$ cat config.mk
export PLATFORM = sky130hd
export DESIGN_NAME = ftf_parser
export DESIGN_NICKNAME = d
export VERILOG_FILES = /design/src/rtl/ftf_pkg.sv /design/src/rtl/ftf_parser.sv
export SDC_FILE = /design/constraint.sdc
export NUM_CORES = 1
export LEC_CHECK = 0
export BUFFER_PORTS_ARGS = -buffer_cell sky130_fd_sc_hd__buf_4
export CORE_MARGIN = 3
export CORE_UTILIZATION = 45
export DETAILED_ROUTE_END_ITERATION = 8
export PLACE_DENSITY = 0.66
export SKIP_CTS_REPAIR_TIMING = 1
export SLEW_MARGIN = 20
export SYNTH_ARGS = -nofsm -noshare
export SYNTH_HDL_FRONTEND = slang
export SYNTH_SLANG_ARGS = --single-unit
$ cat constraint.sdc
create_clock -name clk -period 17.9 [get_ports clk]
set_input_delay 3.58 -clock clk [delete_from_list [all_inputs] [get_ports clk]]
set_output_delay 3.58 -clock clk [all_outputs]
set_load 0.01 [all_outputs]
$ cat src/rtl/ftf_pkg.sv
package ftf_pkg;

	// Table and key geometry
	localparam int FLOW_ENTRIES_DEF = 64;
	localparam int IDX_W            = 6;
	localparam int KEY_WORDS        = 5;
	localparam int LEN_W            = 16;

	// Header field constants
	localparam logic [11:0] VID_MASK     = 12'h0fff;
	localparam logic [3:0]  IHL_MASK     = 4'hF;
	localparam logic [7:0]  V6_HDR_LEN   = 8'd40;
	localparam logic [15:0] ETH_TAG_Q    = 16'h8100;
	localparam logic [15:0] ETH_TAG_AD   = 16'h88A8;
	localparam logic [15:0] ETH_IPV4     = 16'h0800;
	localparam logic [15:0] ETH_IPV6     = 16'h86DD;
	localparam logic [7:0]  PROTO_TCP    = 8'd6;
	localparam logic [7:0]  PROTO_UDP    = 8'd17;
	localparam logic [63:0] WORD4_MASK   = 64'h03FF_FFFF_FFFF_FFFF;

	// Verdict codes
	localparam logic [1:0] VERDICT_ACCEPT = 2'd0;
	localparam logic [1:0] VERDICT_DROP   = 2'd1;
	localparam logic [1:0] VERDICT_TRUNC  = 2'd2;

	typedef enum logic [1:0] {
		REQ_PKT = 2'd0,
		REQ_WR  = 2'd1,
		REQ_RD  = 2'd2,
		REQ_INV = 2'd3
	} req_t;

	typedef logic [KEY_WORDS-1:0][63:0] key_t;

	// Table maintenance broadcast to every cell
	typedef struct packed {
		logic             wr;
		logic             inv;
		logic [IDX_W-1:0] idx;
		logic [2:0]       sel;
		logic [63:0]      word;
	} cmd_t;

	// Operation held steady while a token walks the chain
	typedef struct packed {
		logic             lookup;
		logic             read;
		logic [1:0]       verdict;
		logic [IDX_W-1:0] idx;
		logic [LEN_W-1:0] len;
		key_t             key;
	} job_t;

	// Token handed from cell to cell
	typedef struct packed {
		logic             go;
		logic             hit;
		logic [IDX_W-1:0] hit_idx;
		logic [63:0]      pkt;
		logic [63:0]      byt;
	} token_t;

	// Frame decision from the header parser
	typedef struct packed {
		logic             lookup;
		logic [1:0]       verdict;
		logic [LEN_W-1:0] len;
		key_t             key;
	} pdec_t;

endpackage

$ cat src/rtl/ftf_parser.sv
module ftf_parser (
	input  logic           clk,
	input  logic           arst_n,
	input  logic           en,
	input  logic           last,
	input  logic [7:0]     data_byte,
	input  logic [11:0]    outer_vid,
	output ftf_pkg::pdec_t dec
);

	logic [15:0]      pos_q;
	logic [15:0]      ek_q, ek_n;
	logic [11:0]      iv_q, iv_n;
	logic [7:0]       to_q, to_n;
	logic [7:0]       pr_q, pr_n;
	logic [3:0][31:0] src_q, src_n;
	logic [3:0][31:0] dst_q, dst_n;
	logic [31:0]      pp_q, pp_n;
	logic             tg_q, tg_n;

	logic [15:0] nh0;
	logic [15:0] r;
	logic [15:0] rs6, rd6;
	logic [1:0]  k6s, k6d;
	logic [15:0] len;
	logic [16:0] len17, nh;
	logic        tcp_udp;
	logic        v6;
	logic        lookup;
	logic [1:0]  verdict;

	assign nh0 = tg_q ? 16'd18 : 16'd14;
	assign r   = pos_q - nh0;
	assign rs6 = r - 16'd8;
	assign rd6 = r - 16'd24;
	assign k6s = rs6[3:2];
	assign k6d = rd6[3:2];

	// Take one header byte into the next-state fields
	always_comb begin
		tg_n  = tg_q;
		ek_n  = ek_q;
		iv_n  = iv_q;
		to_n  = to_q;
		pr_n  = pr_q;
		src_n = src_q;
		dst_n = dst_q;
		pp_n  = pp_q;
		if (pos_q == 16'd12) begin
			ek_n = {data_byte, 8'h00};
		end else if (pos_q == 16'd13) begin
			ek_n = {ek_q[15:8], data_byte};
			if (ek_n == ftf_pkg::ETH_TAG_Q || ek_n == ftf_pkg::ETH_TAG_AD) begin
				tg_n = 1'b1;
			end
		end else if (tg_q && pos_q == 16'd14) begin
			iv_n = ftf_pkg::VID_MASK & 12'({data_byte, 8'h00});
		end else if (tg_q && pos_q == 16'd15) begin
			iv_n = ftf_pkg::VID_MASK & (iv_q | {4'h0, data_byte});
		end else if (tg_q && pos_q == 16'd16) begin
			ek_n = {data_byte, 8'h00};
		end else if (tg_q && pos_q == 16'd17) begin
			ek_n = {ek_q[15:8], data_byte};
		end

		if (pos_q >= nh0) begin
			if (ek_n == ftf_pkg::ETH_IPV4) begin
				if (r == 16'd0) begin
					to_n = {2'b00, data_byte[3:0] & ftf_pkg::IHL_MASK, 2'b00};
				end
				if (r == 16'd9) begin
					pr_n = data_byte;
				end
				if (r >= 16'd12 && r < 16'd16) begin
					src_n[3] = {src_q[3][23:0], data_byte};
				end
				if (r >= 16'd16 && r < 16'd20) begin
					dst_n[3] = {dst_q[3][23:0], data_byte};
				end
				if (r >= 16'(to_n) && r < 16'(to_n) + 16'd4) begin
					pp_n = {pp_q[23:0], data_byte};
				end
			end else if (ek_n == ftf_pkg::ETH_IPV6) begin
				if (r == 16'd0) begin
					to_n = ftf_pkg::V6_HDR_LEN;
				end
				if (r == 16'd6) begin
					pr_n = data_byte;
				end
				if (r >= 16'd8 && r < 16'd24) begin
					src_n[k6s] = {src_q[k6s][23:0], data_byte};
				end
				if (r >= 16'd24 && r < 16'd40) begin
					dst_n[k6d] = {dst_q[k6d][23:0], data_byte};
				end
				if (r >= 16'(ftf_pkg::V6_HDR_LEN) && r < 16'(ftf_pkg::V6_HDR_LEN) + 16'd4) begin
					pp_n = {pp_q[23:0], data_byte};
				end
			end
		end
	end

	// Frame length saturates at the top of the position range
	assign len     = (pos_q == 16'hFFFF) ? 16'hFFFF : pos_q + 16'd1;
	assign len17   = {1'b0, len};
	assign nh      = tg_n ? 17'd18 : 17'd14;
	assign tcp_udp = (pr_n == ftf_pkg::PROTO_TCP) || (pr_n == ftf_pkg::PROTO_UDP);

	// Decide the verdict as if this byte ends the frame
	always_comb begin
		lookup  = 1'b0;
		verdict = ftf_pkg::VERDICT_ACCEPT;
		v6      = 1'b0;
		if (len17 < nh) begin
			verdict = ftf_pkg::VERDICT_TRUNC;
		end else if (ek_n == ftf_pkg::ETH_IPV4) begin
			if (len17 < nh + 17'd10) begin
				verdict = ftf_pkg::VERDICT_TRUNC;
			end else if (!tcp_udp) begin
				verdict = ftf_pkg::VERDICT_ACCEPT;
			end else if (len17 < nh + 17'd20 || len17 < nh + 17'(to_n) + 17'd4) begin
				verdict = ftf_pkg::VERDICT_TRUNC;
			end else begin
				lookup = 1'b1;
			end
		end else if (ek_n == ftf_pkg::ETH_IPV6) begin
			if (len17 < nh + 17'd7) begin
				verdict = ftf_pkg::VERDICT_TRUNC;
			end else if (!tcp_udp) begin
				verdict = ftf_pkg::VERDICT_ACCEPT;
			end else if (len17 < nh + 17'(ftf_pkg::V6_HDR_LEN) + 17'd4) begin
				verdict = ftf_pkg::VERDICT_TRUNC;
			end else begin
				lookup = 1'b1;
				v6     = 1'b1;
			end
		end
	end

	// Assemble the lookup key
	assign dec.lookup  = lookup;
	assign dec.verdict = verdict;
	assign dec.len     = len;
	assign dec.key[0]  = {src_n[0], src_n[1]};
	assign dec.key[1]  = {src_n[2], src_n[3]};
	assign dec.key[2]  = {dst_n[0], dst_n[1]};
	assign dec.key[3]  = {dst_n[2], dst_n[3]};
	assign dec.key[4]  = {6'b0, v6, iv_n & ftf_pkg::VID_MASK, outer_vid & ftf_pkg::VID_MASK,
		pr_n == ftf_pkg::PROTO_TCP, pp_n};

	// Advance per accepted byte, clear after the last one
	always_ff @(posedge clk or negedge arst_n) begin
		if (!arst_n) begin
			pos_q <= '0;
			ek_q  <= '0;
			iv_q  <= '0;
			to_q  <= '0;
			pr_q  <= '0;
			src_q <= '0;
			dst_q <= '0;
			pp_q  <= '0;
			tg_q  <= 1'b0;
		end else if (en) begin
			if (last) begin
				pos_q <= '0;
				ek_q  <= '0;
				iv_q  <= '0;
				to_q  <= '0;
				pr_q  <= '0;
				src_q <= '0;
				dst_q <= '0;
				pp_q  <= '0;
				tg_q  <= 1'b0;
			end else begin
				pos_q <= len;
				ek_q  <= ek_n;
				iv_q  <= iv_n;
				to_q  <= to_n;
				pr_q  <= pr_n;
				src_q <= src_n;
				dst_q <= dst_n;
				pp_q  <= pp_n;
				tg_q  <= tg_n;
			end
		end
	end

endmodule

==> impl_metrics.env <==
export IMPL_fin_nets=2984
export IMPL_place_hpwl_microns=57200
export IMPL_criticalPathCategory="input port to output pin"
export IMPL_drtAntennaViolNets=0
export IMPL_worstReg2RegStart="pos_q[2]"
export IMPL_routed_wl_microns=84600
export IMPL_clockBufferDepth=3
export IMPL_portBuffers=331
export IMPL_placed_area_sq_um=24500
export IMPL_max_freq_mhz=78.4
export IMPL_htree_num_levels=2
export IMPL_setup_viol=0
export IMPL_synth_edff_count=0
export IMPL_syn_area_sq_um=22000
export IMPL_cts_made_buffers=41
export IMPL_hold_viol=0
export IMPL_hold_class="flip-flop to flip-flop"
export IMPL_skew_ns=0.0299
export IMPL_syn_inst=2737
export IMPL_drt_initial_drc_count=2663
export IMPL_end_kind="output pin"
export IMPL_worstPathArrival_ns=9.18
export IMPL_tns_ns=0
export IMPL_syn_to_final_growth_pct=18.2
export IMPL_antenna_cells=0
export IMPL_cp_max_fo=26
export IMPL_worst_pin_slew_ns=1.21
export IMPL_core_sq_um=48000
export IMPL_endpoint="dec[337]"
export IMPL_crit_required_ns=14.32
export IMPL_yosysSeqAreaShare_pct=39.7
export IMPL_crit_start="data_byte[3]"
export IMPL_fin_crit_ns=12.76
export IMPL_die_y_microns=227
export IMPL_initial_core_util_pct=45.8
export IMPL_rsz0062_at_grt="no"
export IMPL_drc=0
export IMPL_fp_row_count=80
export IMPL_grt_pass1_wl_microns=128000
export IMPL_vias=22300
export IMPL_synth_seq_cells=349
export IMPL_tritoncts="yes"
export IMPL_yosys_top_cells_area="dfrtp_1, nand2_1, o21ai_0"
export IMPL_power_density_nw_per_um2=75.2
export IMPL_max_cap_violations=0
export IMPL_async_reset_ff_share_pct=100
export IMPL_worstSkewPairLatency_ns=0.58
export IMPL_r2r_slack_ns=10.48
export IMPL_ys_warnings_count=0
export IMPL_first_pass_iters=7
export IMPL_worstSetupStartpointType="input port"
export IMPL_die_w_microns=227
export IMPL_relSlewSlack_pct=19.3
export IMPL_grt_usage_pct=31.9
export IMPL_cts_sinks=349
export IMPL_viasPerCell=6.26
export IMPL_drive_gt1_share_pct=18.7
export IMPL_total_power_uw=1950
export IMPL_outcome="complete, no violations"
export IMPL_r2r_end="pp_q[9]"
export IMPL_leakage_uw=0.0123
export IMPL_die_area_sq_um=51500
export IMPL_grt_max_degree=95
export IMPL_drv_slew=0
export IMPL_yosys_area_top_type_share_pct=39.7
export IMPL_yosys_most_used_dff="dfrtp_1"
export IMPL_reg2regPathDepth=22
export IMPL_antenna_found_initial=2
export IMPL_syn_avg_cell_area_sq_um=8.03
export IMPL_clock_root_buffer="clkbuf_16"
export IMPL_hold_ws_ns=0.480
export IMPL_avgRoutedWirePerCell_microns=23.8
export IMPL_final_area_sq_um=26000
export IMPL_io_pins=363
export IMPL_clkSlewWorstSetupHoldPaths_ns=0.06
export IMPL_max_vdd_ir_drop_uv=72.6
export IMPL_final_period_utilization_pct=71.3
export IMPL_grt_overflow=0
export IMPL_gp_congestion=0.915
export IMPL_synth_top_cell_by_area="dfrtp_1"
export IMPL_fillCellCount=4577
export IMPL_first_global_vias=21100
export IMPL_synthDistinctLibCells=88
kinds of logic after synthesis:
group	share of synthesized area (%)
multiplexers	4.96
flip-flops	39.7
XOR/XNOR	0.996
AO/OA/AOI/OAI	23.4
buffers and inverters	5.34
AND/OR/NAND/NOR	22.9
other	0.0171
adder cells (fa/ha/maj)	2.69
power by group:
part	internal, uW	switching [uW]	total, uW
clock network	540	359	898
registers	793	4.94	798
logic	55.0	202	257
cell usage after synthesis, drive strengths merged, types with 11 or more instances:
library cell,count
mux2i,32
o22ai,55
mux2,68
ha,44
inv,31
a211oi,29
clkbuf,154
nor3,36
nand2,693
nand4,22
nand3,79
a22oi,12
a21oi,35
xor2,13
dfrtp,349
a22o,134
buf,75
and3,14
o2bb2ai,18
o21a,52
xnor2,12
nor2,223
nand2b,13
nor4,11
o21ai,407
area by class of cell:
class                   count  area [sq um]  share of cell area [%]
inverters                  31           116                   0.448
clock inverters            14           229                   0.881
flip-flops and latches    349          8730                    33.6
repair buffers            357          2710                    10.4
multi-input cells        2134         12200                    47.0
well taps                 615           769                    2.96
clock buffers              60          1200                    4.61
through the flow:
step	util (%)	instances	worst slack (ns)
after global routing	54.1	3560	4.66
after floorplan	-	2743	6.15
after global placement	51.0	3485	5.42
after CTS	54.0	3559	5.22
after detailed placement	51.0	3485	5.24
final	54.1	3560	5.14
worst max-delay path, stage by stage:
cell	delay (ns)
buf_4	0.32
or4bb_1	0.51
o22ai_1	0.15
nand4_1	0.10
o41ai_1	0.20
nand3_2	0.41
nor2_1	0.31
nand2_1	0.09
a21boi_0	0.14
ha_1	0.32
inv_1	0.04
ha_1	0.20
fa_1	0.41
a21o_1	0.17
a21o_1	0.19
xor2_1	0.19
ha_1	0.28
nor2b_1	0.14
o21ai_0	0.15
nand2b_1	0.08
a2111oi_0	0.41
a22oi_1	0.14
o41ai_1	0.32
a31o_1	0.17
buf_4	0.13
worst min-delay path by stage:
stage | start | slack [ns] | depth (start not counted) | end
finish | src_q[58] | 0.48 | 2 | src_q[58]
global route | src_q[30] | 0.51 | 2 | src_q[30]
CTS | src_q[63] | 0.48 | 2 | src_q[63]
detailed placement | src_q[63] | 0.47 | 2 | src_q[63]
global placement | src_q[59] | 0.46 | 2 | src_q[59]
floorplan | dst_q[24] | 0.45 | 2 | dst_q[24]
routing by layer:
metal | up-vias | share of wire [%] | routed length (microns) | GRT usage, %
met5 | - | 0.018 | 15 | 0
met2 | 1264 | 44 | 36800 | 47.2
li1 | 9935 | - | - | -
met1 | 10900 | 43 | 36400 | 46.7
met4 | 4 | 2.8 | 2370 | 9.49
met3 | 157 | 11 | 8960 | 7.09
cell usage in the layout, fill, tap and decap left out, types with 30 or more instances in the layout:
| cell | instances |
|---|---|
| nand3_1 | 78 |
| buf_4 | 354 |
| inv_1 | 30 |
| a21oi_1 | 33 |
| a22o_1 | 134 |
| o21a_1 | 52 |
| nand2_1 | 684 |
| dfrtp_1 | 349 |
| ha_1 | 44 |
| mux2i_1 | 31 |
| o22ai_1 | 55 |
| o21ai_0 | 302 |
| o21ai_1 | 89 |
| nor2_1 | 221 |
| mux2_2 | 68 |
| clkbuf_16 | 42 |
sequential cells by signal (all words and copies together), names as in the netlist:
name	flops
dst_q	128
pp_q	32
pos_q	16
to_q	8
ek_q	16
iv_q	12
pr_q	8
src_q	128
tg_q	1
Power figures use the tool's default switching activity.
