==> config.mk <==
export PLATFORM = sky130hd
export DESIGN_NAME = ftf_cell
export DESIGN_NICKNAME = d
export VERILOG_FILES = /design/src/rtl/ftf_pkg.sv /design/src/rtl/ftf_cell.sv
export SDC_FILE = /design/constraint.sdc
export NUM_CORES = 1
export LEC_CHECK = 0
export BUFFER_PORTS_ARGS = -buffer_cell sky130_fd_sc_hd__buf_2
export CELL_PAD_IN_SITES_DETAIL_PLACEMENT = 0
export CELL_PAD_IN_SITES_GLOBAL_PLACEMENT = 2
export CORE_AREA = 8 8 255 318
export DETAILED_ROUTE_END_ITERATION = 8
export DIE_AREA = 0 0 263 326
export MAX_ROUTING_LAYER = met4
export PLACE_DENSITY_LB_ADDON = 0.3
export SYNTH_ARGS = -nofsm -noshare
export SYNTH_HDL_FRONTEND = slang
export SYNTH_SLANG_ARGS = --single-unit
==> constraint.sdc <==
create_clock -name clk -period 4 [get_ports clk]
set_input_delay 0.6 -clock clk [delete_from_list [all_inputs] [get_ports clk]]
set_output_delay 0.6 -clock clk [all_outputs]
set_load 0.005 [all_outputs]
==> src/rtl/ftf_pkg.sv <==
package ftf_pkg;

	// Table and key geometry
	localparam int FLOW_ENTRIES_DEF = 64;
	localparam int IDX_W            = 6;
	localparam int KEY_WORDS        = 5;
	localparam int LEN_W            = 16;

	// Header field constants
	localparam logic [11:0] VID_MASK     = 12'h0fff;
	localparam logic [3:0]  IHL_MASK     = 4'hF;
	localparam logic [7:0]  V6_HDR_LEN   = 8'd40;
	localparam logic [15:0] ETH_TAG_Q    = 16'h8100;
	localparam logic [15:0] ETH_TAG_AD   = 16'h88A8;
	localparam logic [15:0] ETH_IPV4     = 16'h0800;
	localparam logic [15:0] ETH_IPV6     = 16'h86DD;
	localparam logic [7:0]  PROTO_TCP    = 8'd6;
	localparam logic [7:0]  PROTO_UDP    = 8'd17;
	localparam logic [63:0] WORD4_MASK   = 64'h03FF_FFFF_FFFF_FFFF;

	// Verdict codes
	localparam logic [1:0] VERDICT_ACCEPT = 2'd0;
	localparam logic [1:0] VERDICT_DROP   = 2'd1;
	localparam logic [1:0] VERDICT_TRUNC  = 2'd2;

	typedef enum logic [1:0] {
		REQ_PKT = 2'd0,
		REQ_WR  = 2'd1,
		REQ_RD  = 2'd2,
		REQ_INV = 2'd3
	} req_t;

	typedef logic [KEY_WORDS-1:0][63:0] key_t;

	// Table maintenance broadcast to every cell
	typedef struct packed {
		logic             wr;
		logic             inv;
		logic [IDX_W-1:0] idx;
		logic [2:0]       sel;
		logic [63:0]      word;
	} cmd_t;

	// Operation held steady while a token walks the chain
	typedef struct packed {
		logic             lookup;
		logic             read;
		logic [1:0]       verdict;
		logic [IDX_W-1:0] idx;
		logic [LEN_W-1:0] len;
		key_t             key;
	} job_t;

	// Token handed from cell to cell
	typedef struct packed {
		logic             go;
		logic             hit;
		logic [IDX_W-1:0] hit_idx;
		logic [63:0]      pkt;
		logic [63:0]      byt;
	} token_t;

	// Frame decision from the header parser
	typedef struct packed {
		logic             lookup;
		logic [1:0]       verdict;
		logic [LEN_W-1:0] len;
		key_t             key;
	} pdec_t;

endpackage

==> src/rtl/ftf_cell.sv <==
module ftf_cell #(
	parameter int IDX = 0
) (
	input  logic            clk,
	input  logic            arst_n,
	input  ftf_pkg::cmd_t   cmd,
	input  ftf_pkg::job_t   job,
	input  ftf_pkg::token_t tok_in,
	output ftf_pkg::token_t tok_out
);

	localparam int              IW          = ftf_pkg::IDX_W;
	localparam bit              ADDRESSABLE = (IDX < (1 << IW));
	localparam logic [IW-1:0]   MY_IDX      = IW'(IDX);
	localparam logic [2:0]      LAST_SEL    = 3'(ftf_pkg::KEY_WORDS - 1);

	ftf_pkg::key_t   key_q;
	logic            valid_q;
	logic [63:0]     pkt_q;
	logic [63:0]     byt_q;
	ftf_pkg::token_t tok_q;
	ftf_pkg::token_t tok_n;

	logic mine;
	logic sel_ok;
	logic hit;
	logic rd;

	assign mine   = ADDRESSABLE && (cmd.idx == MY_IDX);
	assign sel_ok = cmd.sel <= LAST_SEL;
	assign hit    = tok_in.go && job.lookup && !tok_in.hit && valid_q && (key_q == job.key);
	assign rd     = tok_in.go && job.read && ADDRESSABLE && (job.idx == MY_IDX);

	// Store key words; top word keeps its unused bits at zero
	always_ff @(posedge clk) begin
		if (cmd.wr && mine && sel_ok) begin
			key_q[cmd.sel] <= (cmd.sel == LAST_SEL) ? (cmd.word & ftf_pkg::WORD4_MASK) : cmd.word;
		end
	end

	// Valid bit and counters
	always_ff @(posedge clk or negedge arst_n) begin
		if (!arst_n) begin
			valid_q <= 1'b0;
			pkt_q   <= '0;
			byt_q   <= '0;
		end else if (cmd.wr && mine && cmd.sel == LAST_SEL) begin
			valid_q <= 1'b1;
			pkt_q   <= '0;
			byt_q   <= '0;
		end else if (cmd.inv && mine) begin
			valid_q <= 1'b0;
		end else if (hit) begin
			pkt_q <= pkt_q + 64'd1;
			byt_q <= byt_q + 64'(job.len);
		end
	end

	// Mark a hit or a read-back on the passing token
	always_comb begin
		tok_n = tok_in;
		if (hit) begin
			tok_n.hit     = 1'b1;
			tok_n.hit_idx = MY_IDX;
		end
		if (rd) begin
			tok_n.pkt = pkt_q;
			tok_n.byt = byt_q;
		end
	end

	// Hand the token on
	always_ff @(posedge clk or negedge arst_n) begin
		if (!arst_n) begin
			tok_q <= '0;
		end else begin
			tok_q <= tok_n;
		end
	end

	assign tok_out = tok_q;

endmodule

==> metrics, run 1 <==
worst-path cell chain=xnor2_1 > nand4_1 > nor4_1 > buf_4 > nand4_1 > buf_4 > nor4_1 > buf_4 > nand3_1 > buf_12 > or4_1 > a21oi_1; Post-synth EDFFs=320; RR Startpoint=key_q[256]; Stages on worst setup path=12; vias in the first global route=21,300; clk slew on worst S/H paths=~0.07 ns; Yosys reg bits=585; Synth Flop Type=edfxtp_1; fill count=7,172; Total GRT Usage=around a quarter; H-tree levels=2; worst hold path type=in -> reg; # DRC=0; GRT overflow=0; post-CTS setup buffers=0; Seq/Total Area, Yosys=slightly above 60%; hold path depth=1; WP buf/inv=4; Rel. slew slack=21.9%; fraction of layout cells with a size suffix above 1=36.4%; largest cells by area after synthesis=edfxtp_1 36%, dfrtp_1 25%, xnor2_1 7.4%; die area=about 0.086 mm²; VDD IR-drop max=between 0.3 and 0.4 mV; final RePlAce weighted congestion=~0.94; Hold WS=0.136 ns; drt pass-1 iters=5; DP Cell Count=around 3,700; Yosys warnings=0; Hold Crit Start=tok_in[135]; Critical Path Source Type=register; Nets=3,374; fmax=0.263 GHz; Hold Fails Final Rpt=0; crit-path max cell delay=0.54 ns; Cells after Synth=just over 2,000; drt initial violations=roughly 1,100; vias per std cell=slightly above 5; CP Class=reg -> reg; outcome=finished, final reports clean; leading cell types in the layout, fill and taps excluded=691 x buf_2, 320 x edfxtp_1, 265 x dfrtp_1; Crit. End Element=register; reg2reg end=byt_q[13]; Final Setup Violations=0; post-cts resize count=0; Yosys cell types=52; Hold Path End=tok_out[135]; worst-case reg-to-reg path depth=12; Tightest Pin Transition=roughly 1.2 ns; Yosys top cell area share=around 36%; CTS sink cnt=slightly below 600; ANT nets after route=0; Finished Layout Cells=3,893; most used cell, CP=buf_4; part of the cycle the worst path needs=a little over nine tenths; dpl ws=-0.114 ns; placement row count=between 100 and 150; net count of the mapped netlist=2,589; Hold Buf Count CTS=1; crit path max fanout=16; FFs w/ async S/R, synth=45.3%; setup ws final=slightly below 0.2 ns; Root Driver=clkbuf_16; largest net degree at the start of global routing=145; largest area contributor in the netlist=edfxtp_1; DPL Wire Length=85,100 µm; Syn Std Cell Area=~0.026 mm²; PwrDens=396 mW/mm²; commonest non-fill, non-tap cell in the layout=buf_2; DIE WIDTH=263 µm; P_leak=~14 nW; initial antenna violation count=78; first-pass GRT wire length=151,000 µm; post-route cell area=between 0.03 and 0.04 mm²; total power=around 14 mW; RSZ-0062 raised after global routing=no; clock latency on the worst-skew pair=about 0.67 ns; cell family with most CP delay=simple AND/OR/NAND/NOR gates; fin. max-slew vios=0; Post-Syn Area per Cell=13.1 µm²; post-layout min period=roughly 3.8 ns; final WL=around 110,000 µm; R2R setup slack=0.20 ns; crit path max-delay cell type=nor4_1; register area=around 0.016 mm²; deepest clock path buffer count=3; Post-Route Utilization=a little under half; port bufs=around 700; dpl cell area=between 0.03 and 0.04 mm²; starting density of the core=34.8%; via count=20,100; drt wl/cell=roughly 27 µm; area of the multi-input gates=around 0.0099 mm²; io pins=695; clock skew=0.0331 ns; Worst EP required=between 4 and 5 ns; setup_tns=0 ns; CP arrival=roughly 4.4 ns; die height=326 µm; CTS tree=done; # Max-Cap Violations=0; area grow syn2layout=29.4%; core box area=approximately 0.076 mm²; CTS buffer count=just over 60
-- cell families (layout without fill, tap and decap cells) --
logic type | count (synthesis) | after routing | synth area share [%]
adders and majority gates | 18 | 18 | 0.882
DFF | 585 | 585 | 61.6
AOI/OAI and AO/OA | 146 | 146 | 3.41
and+or+nand+nor | 654 | 654 | 14.2
xor gates and xnor gates | 355 | 355 | 11.8
other | 0 | 69 | 0
buffers and inverters | 89 | 924 | 1.36
muxes | 165 | 165 | 6.79
-- cell type report --
cell class	count	area share, %
clock inverter	41	1.49
antenna	69	0.506
sequential	585	47.6
inverter	24	0.279
tap	977	3.58
clock buffer	72	4.71
timing repair buffer	787	12.9
multi-input combinational	1338	28.9
-- Yosys cell counts, types with 17 or more instances --
master,instances
a21oi_1,58
and3_1,35
clkbuf_1,52
dfrtp_1,265
edfxtp_1,320
ha_1,17
inv_1,23
mux2_2,112
mux2i_1,53
nand2_1,111
nand2b_1,43
nand3_1,55
nand4_1,142
nor2_1,66
nor4_1,86
o21ai_0,27
o31ai_1,23
or4_1,24
xnor2_1,224
xor2_1,131
-- worst max-delay path by stage --
stage                     from  slack [ns]    endpoint
finish              key_q[256]        0.20   byt_q[13]
global route        key_q[256]       0.007   byt_q[46]
CTS                 key_q[210]        0.20   byt_q[13]
detailed placement    job[256]       -0.11   byt_q[13]
global placement       job[13]        -0.1   byt_q[13]
floorplan              cmd[70]       -0.03  key_q[128]
-- power by group --
group	switching (mW)	internal, mW
Combinational	0.547	0.432
Sequential	0.0253	6.45
Clock	2.59	3.48
Total	3.16	10.4
-- routing by layer --
layer / GRT usage (%) / part of all wire [%] / up-vias / wire, µm
met2: 44.8 / 53 / 792 / 56300
li1: - / - / 9140 / -
met4: 7.77 / 3.2 / 0 / 3450
met3: 7.76 / 7.7 / 162 / 8280
met5: - / 0 / - / 0
met1: 25.3 / 36 / 9988 / 39000
-- registers in the layout, summed over array words and instances, names as in the netlist --
| signal | cells |
|---|---|
| valid_q | 1 |
| pkt_q | 64 |
| byt_q | 64 |
| key_q | 320 |
| tok_out | 136 |
Power figures use the tool's default switching activity.
==> run 2, diff against run 1 <==
--- a/config.mk
+++ b/config.mk
@@ -5,7 +5,7 @@
 export SDC_FILE = /design/constraint.sdc
 export NUM_CORES = 1
 export LEC_CHECK = 0
-export BUFFER_PORTS_ARGS = -buffer_cell sky130_fd_sc_hd__buf_2
+export BUFFER_PORTS_ARGS = -buffer_cell sky130_fd_sc_hd__buf_4
 export CELL_PAD_IN_SITES_DETAIL_PLACEMENT = 0
 export CELL_PAD_IN_SITES_GLOBAL_PLACEMENT = 2
 export CORE_AREA = 8 8 255 318
==> run 2 against run 1 <==
  * Total power rose by 2.8%
  * Highest routed layer unchanged
  * Critical path type unchanged
  * Clock-buffer cell count rose by 10
  * Maximum frequency rose by 3.0%
  * Critical endpoint is now byt_q[36]
  * Setup slack improved by 0.11 ns
  * Clock skew rose by 0.0044 ns
==> metrics, run 2 (synthesis gave the netlist of run 1 again) <==
outcome=finished, final reports clean (unchanged); drt pass-1 iters=5 (unchanged); Critical Path Source Type=register (unchanged); drt wl/cell=27.8 µm (was 27.5 µm); Total GRT Usage=25.1% (was 24.7%); first-pass GRT wire length=153,000 µm (was 151,000 µm); crit path max fanout=18 (was 16); CP Class=reg -> reg (unchanged); port bufs=692 (unchanged); part of the cycle the worst path needs=92.3% (was 95.1%); Largest Register=key_q (unchanged); final WL=108,000 µm (was 107,000 µm); PwrDens=387 mW/mm² (was 396 mW/mm²); fin. max-slew vios=0 (unchanged); Post-Route Utilization=47.4% (was 45.0%); crit path max-delay cell type=or4_1 (was nor4_1); worst-path cell chain=xnor2_1 > nand4_1 > nor4_1 > buf_4 > nand4_1 > buf_4 > nor4_1 > buf_4 > nand3_2 > buf_12 > or4_1 > a21oi_1 (was xnor2_1 > nand4_1 > nor4_1 > buf_4 > nand4_1 > buf_4 > nor4_1 > buf_4 > nand3_1 > buf_12 > or4_1 > a21oi_1); P_leak=14.7 nW (was 14.1 nW); CTS sink cnt=585 (unchanged); commonest non-fill, non-tap cell in the layout=buf_4 (was buf_2); Tightest Pin Transition=1.08 ns (was 1.17 ns); most used cell, CP=buf_4 (unchanged); worst hold path type=in -> reg (unchanged); Rel. slew slack=27.7% (was 21.9%); placement row count=113 (unchanged); Hold Fails Final Rpt=0 (unchanged); total power=13.9 mW (was 13.5 mW); crit-path max cell delay=0.50 ns (was 0.54 ns); initial antenna violation count=36 (was 78); vias in the first global route=21,300 (about the same); post-layout min period=3.69 ns (was 3.80 ns); Worst EP required=4.52 ns (was 4.58 ns); # DRC=0 (unchanged); fmax=0.271 GHz (was 0.263 GHz); RSZ-0062 raised after global routing=no (unchanged); starting density of the core=34.8% (unchanged); final RePlAce weighted congestion=0.914 (was 0.936); setup_tns=0 ns (unchanged); Nets=3,384 (was 3,374); die height=326 µm (unchanged); via count=20,000 (was 20,100); drt initial violations=1,217 (was 1,086); H-tree levels=3 (was 2); deepest clock path buffer count=3 (unchanged); leading cell types in the layout, fill and taps excluded=773 x buf_4, 320 x edfxtp_1, 265 x dfrtp_1 (was 691 x buf_2, 320 x edfxtp_1, 265 x dfrtp_1); largest net degree at the start of global routing=145 (unchanged); # Max-Cap Violations=0 (unchanged); CP arrival=4.21 ns (was 4.38 ns); number of flip-flops in the largest register=320 (unchanged); area grow syn2layout=36.2% (was 29.4%); clk slew on worst S/H paths=0.06 ns (was 0.07 ns); clock latency on the worst-skew pair=0.62 ns (was 0.67 ns); post-CTS setup buffers=0 (unchanged); clock skew=0.0375 ns (was 0.0331 ns); core box area=0.0758 mm² (unchanged); vias per std cell=5.15 (was 5.16); die area=0.0857 mm² (unchanged); fraction of layout cells with a size suffix above 1=36.3% (was 36.4%); GRT overflow=0 (unchanged); CTS tree=done (unchanged); VDD IR-drop max=0.353 mV (was 0.391 mV); io pins=695 (unchanged); ANT nets after route=0 (unchanged); DPL Wire Length=86,300 µm (was 85,100 µm); Crit. End Element=register (unchanged); Root Driver=clkbuf_16 (unchanged); CTS buffer count=66 (was 61); DIE WIDTH=263 µm (unchanged); Final Setup Violations=0 (unchanged)
-- run 2: where the power goes --
group / switching, mW / internal, mW
Sequential: 0.0283 / 6.45
Clock: 2.64 / 3.62
Combinational: 0.544 / 0.623
-- run 2: cell type report --
class,instances,area [µm²]
Fill cell,6922,39900
Sequential cell,585,16200
Multi-Input combinational cell,1338,9870
Timing Repair Buffer,792,6170
Clock buffer,82,1790
Tap cell,977,1220
Clock inverter,34,413
Antenna cell,42,105
Inverter,24,95.1
-- run 2: worst paths after layout --
check	start	to	slack, ns	cells past startpoint
min in group asynchronous	arst_n	tok_out[98]	0.51	2
worst max register to register	key_q[264]	byt_q[36]	0.31	12
worst min-delay path	tok_in[135]	tok_out[135]	0.16	1
worst min register to register	valid_q	valid_q	0.53	2
max in group asynchronous	arst_n	pkt_q[11]	2.47	3
worst max-delay path	key_q[264]	byt_q[36]	0.31	12
-- run 2: routing by layer --
layer | routed length (µm) | share of wire [%] | vias up | global-route usage (%)
met3 | 8920 | 8.3 | 142 | 8.50
li1 | - | - | 9150 | -
met2 | 57000 | 53 | 776 | 45.3
met4 | 3190 | 3.0 | 0 | 7.56
met1 | 38700 | 36 | 9895 | 25.7
met5 | 0 | 0 | - | -
-- run 2: per-stage QoR --
step	worst slack (ns)	std cells	hold slack, ns	area, µm²
2_1_floorplan	-0.0268	2012	0.304	26400
3_3_place_gp	0.0338	3715	0.518	33600
3_5_place_dp	0.0252	3715	0.523	33600
4_1_cts	0.290	3832	0.116	35800
5_1_grt	0.105	3870	0.122	35900
6_report	0.307	3874	0.157	35900
-- run 2: worst max-delay path: cells and delay by family (launching register included) --
kind,cells,cell delay [ns]
simple gates,6,1.89
buf+inv,4,0.83
flops,1,0.39
xor+xnor,1,0.32
compound gates,1,0.16
-- run 2: timing repair --
item,4_1_cts,5_1_grt
hold buffers,1,0
hold endpoints to repair,46,0
resized for setup,0,0
endpoints found under the setup margin,0,0
